### src/rtl/blms_ram.sv
// Generic simple dual-port RAM: one write port, one registered read port.
// No dependencies.
module blms_ram #(
	parameter int unsigned WIDTH = 8,
	parameter int unsigned DEPTH = 256
) (
	input  logic                     clk,
	input  logic                     we,
	input  logic [$clog2(DEPTH)-1:0] waddr,
	input  logic [WIDTH-1:0]         wdata,
	input  logic                     re,
	input  logic [$clog2(DEPTH)-1:0] raddr,
	output logic [WIDTH-1:0]         rdata
);

	logic [WIDTH-1:0] mem [DEPTH];

	always_ff @(posedge clk) begin
		if (we) begin
			mem[waddr] <= wdata;
		end
		if (re) begin
			rdata <= mem[raddr];
		end
	end

endmodule

### config.mk
export PLATFORM = sky130hd
export DESIGN_NAME = blms_ram
export DESIGN_NICKNAME = d
export VERILOG_FILES = /design/src/rtl/blms_ram.sv
export SDC_FILE = /design/constraint.sdc
export NUM_CORES = 2
export LEC_CHECK = 0
export ABC_AREA = 1
export BUFFER_PORTS_ARGS = -buffer_cell sky130_fd_sc_hd__buf_4
export CORE_ASPECT_RATIO = 1.2
export CORE_MARGIN = 2
export CORE_UTILIZATION = 60
export CTS_CLUSTER_SIZE = 24
export DETAILED_ROUTE_END_ITERATION = 16
export PLACE_DENSITY = 0.76
export SETUP_SLACK_MARGIN = 0.5
export SLEW_MARGIN = 20
export SYNTH_ARGS = -nofsm -noshare
export SYNTH_HDL_FRONTEND = slang
export SYNTH_SLANG_ARGS = --single-unit
### constraint.sdc
create_clock -name clk -period 2.1 [get_ports clk]
set_input_delay 0.315 -clock clk [delete_from_list [all_inputs] [get_ports clk]]
set_output_delay 0.315 -clock clk [all_outputs]
set_load 0.005 [all_outputs]
==> flow_metrics.py <==
metrics = {
    "global_route": {
        "grt_max_degree": 96,
        "busiest_layer": "met2",
        "grtUsageMet1_pct": 43.29,
        "antenna_found_initial": 7,
        "gr-total-overflow": 0,
        "grt_pass1_wl_um": 341400,
        "grt.total_usage_pct": 32.35,
        "grt_pass1_vias": 55725,
        "grt.met2_usage_pct": 51.37,
        "grtUsageMet3_pct": 5.666,
    },
    "yosys": {
        "syn_area_per_cell_um2": 11.92,
        "ys_types": 13,
        "synth_cells": 7003,
        "ys_seq_area_share_pct": 73.96,
        "ys.warnings.count": 0,
        "syn_area_um2": 83480,
        "syn-num-nets": 7030,
        "yosys_register_bits": 2056,
    },
    "worst_setup_path": {
        "slowest_delay_ns": 0.57,
        "reg2reg_depth": 10,
        "crit_start": "rdata[1]$_DFFE_PP_",
        "crit_path_max_fanout": 1,
        "reg2reg_setup_slack_ns": 0.23,
        "start_kind": "flop",
        "path_cells": "buf_6",
        "crit_required_ns": 1.78,
        "cp.arrival_ns": 1.61,
        "cp_top_family": "flip-flops",
        "critPathCaptureType": "primary output",
        "crit_buf_inv": 1,
        "critical_path_class": "flop to primary output",
        "rr_startpoint": "mem[8][4]$_DFFE_PP_",
        "cp.depth": 1,
        "critPathSlowestCell": "edfxtp_1",
        "r2r_end": "rdata[4]$_DFFE_PP_",
        "critPathCapture": "rdata[1]",
    },
    "floorplan": {
        "io_pins": 35,
        "die_h_um": 412.6,
        "core_area_um2": 137800,
        "dieArea_um2": 142100,
        "rows": 149,
        "start_util_pct": 60.59,
        "die_w_um": 344.5,
    },
    "sta": {
        "setup-violations-final": 0,
        "max_slew_margin_pct": 57.95,
        "finClkSkew_ns": 0.03600,
        "tightest_slew_ns": 0.6307,
        "setup_slack_ns": 0.1719,
        "report.final.slew_viol_count": 0,
        "finalHoldViolCount": 0,
        "fmax_mhz": 518.6,
        "min_period_over_period_pct": 91.82,
        "rsz0062_at_grt": "yes",
        "min_period_ns": 1.928,
    },
    "final_layout": {
        "utilization_pct": 71.60,
        "stdcell_count": 9326,
        "fillerInstances": 8650,
        "syn_to_final_growth_pct": 18.16,
        "final_cell_mix": "nand2_1, edfxtp_1, nand3_1",
        "fin_nets": 7388,
        "layout_commonest_cell": "nand2_1",
        "drive_gt1_share_pct": 17.56,
    },
    "cts": {
        "htree_levels": 4,
        "clk_pin_slew_ns": 0.06,
        "cts_made_buffers": 186,
        "cts_tree": "done",
        "cts.path.max_buffers": 3,
        "clockRootBuffer": "clkbuf_16",
        "clock_sinks": 2056,
        "insertion_delay_ns": 0.83,
    },
    "routing": {
        "wl_per_cell_um": 24.71,
        "vias": 58090,
        "dr.pass1.iters": 6,
        "antenna_left": 0,
        "avgViaCountPerCell": 6.229,
        "post-route-drc-count": 0,
        "postRouteWirelength_um": 230400,
        "drt_iter0_markers": 8457,
    },
    "power_and_ir_drop": {
        "ir_drop_uv": 961.5,
        "total_power_mw": 85.09,
        "p_per_area_nw_per_um2": 862.6,
        "p_leak_nw": 35.22,
    },
    "place": {
        "dp_slack_ns": -0.5167,
        "hpwl_um": 140600,
        "place_inst": 8975,
        "routabilityCongestion": 0.9365,
        "numPortBuffers": 34,
    },
    "job": {
        "drv_cap": 0,
    },
    "hold_path": {
        "hold_class": "input port to flop",
    },
    "run_status": {
        "status": "finished clean",
    },
}
[state kept, by name, summed over array words and instances (netlist names)]
signal / flops
mem: 2048
rdata: 8
[layout make-up]
type	count	area [µm²]	share of cell area, %
Sequential cell	2056	61740	62.59
Multi-Input combinational cell	4425	21670	21.97
Timing Repair Buffer	653	6834	6.928
Clock buffer	227	4851	4.918
Tap cell	1812	2267	2.298
Clock inverter	112	1094	1.109
Inverter	39	180.2	0.1827
Antenna cell	2	5.005	0.005074
[power breakdown]
part           leakage, nW  internal, mW  switching (mW)
logic                 13.8          1.97            4.42
clock network         2.89          18.8            14.6
registers             18.5          45.2          0.0601
[cell families (layout without fill, tap and decap cells)]
family,after synthesis,in the layout,synth area share [%]
buffers and inverters,522,1031,3.116
DFF,2056,2056,73.96
other,0,2,0
and+or+nand+nor,4425,4425,22.92
[layer usage]
metal  wire length, µm  vias to the layer above  part of all wire (%)
li1                  -                    25586                     -
met5                69                        -                 0.030
met2            110300                     3660                    48
met3             25380                      656                    11
met1             82190                    28178                    36
met4             12490                       10                   5.4
[worst min-delay path by stage]
stage,startpoint,to,slack (ns),cells past startpoint
global route,we,mem[182][5]$_DFFE_PP_,0.26,4
CTS,we,mem[182][5]$_DFFE_PP_,0.23,4
global placement,re,rdata[7]$_DFFE_PP_,0.68,1
finish,we,mem[183][2]$_DFFE_PP_,0.27,4
detailed placement,re,rdata[2]$_DFFE_PP_,0.68,1
floorplan,wdata[0],mem[0][0]$_DFFE_PP_,0.41,0
[through the flow]
stage / hold slack (ns) / instance area (µm²) / TNS, ns
CTS: 0.2272 / 97300 / 0
global placement: 0.6764 / 90280 / -3.388
floorplan: 0.4139 / 84250 / 0
finish: 0.2739 / 98640 / 0
global route: 0.2614 / 98630 / 0
detailed placement: 0.6791 / 90280 / -3.426
[synth_stat cells]
cell type	number	area share, %
nand2_1	2123	9.5
buf_8	1	0.018
nand3_1	2019	12
buf_4	46	0.41
edfxtp_1	2056	74
inv_1	36	0.16
buf_1	40	0.18
inv_2	2	0.0090
buf_6	16	0.22
clkbuf_1	112	0.50
buf_2	268	1.6
inv_4	1	0.0075
nor2_1	283	1.3
[repair_timing]
item / in CTS / in global routing
pin swaps: 52 / 114
buffers inserted: 0 / 0
hold endpoints to repair: 286 / 0
resized for setup: 196 / 252
hold buffers: 10 / 0
endpoints found under the setup margin: 16 / 16
No activity file was read; power rests on OpenSTA's default activity.
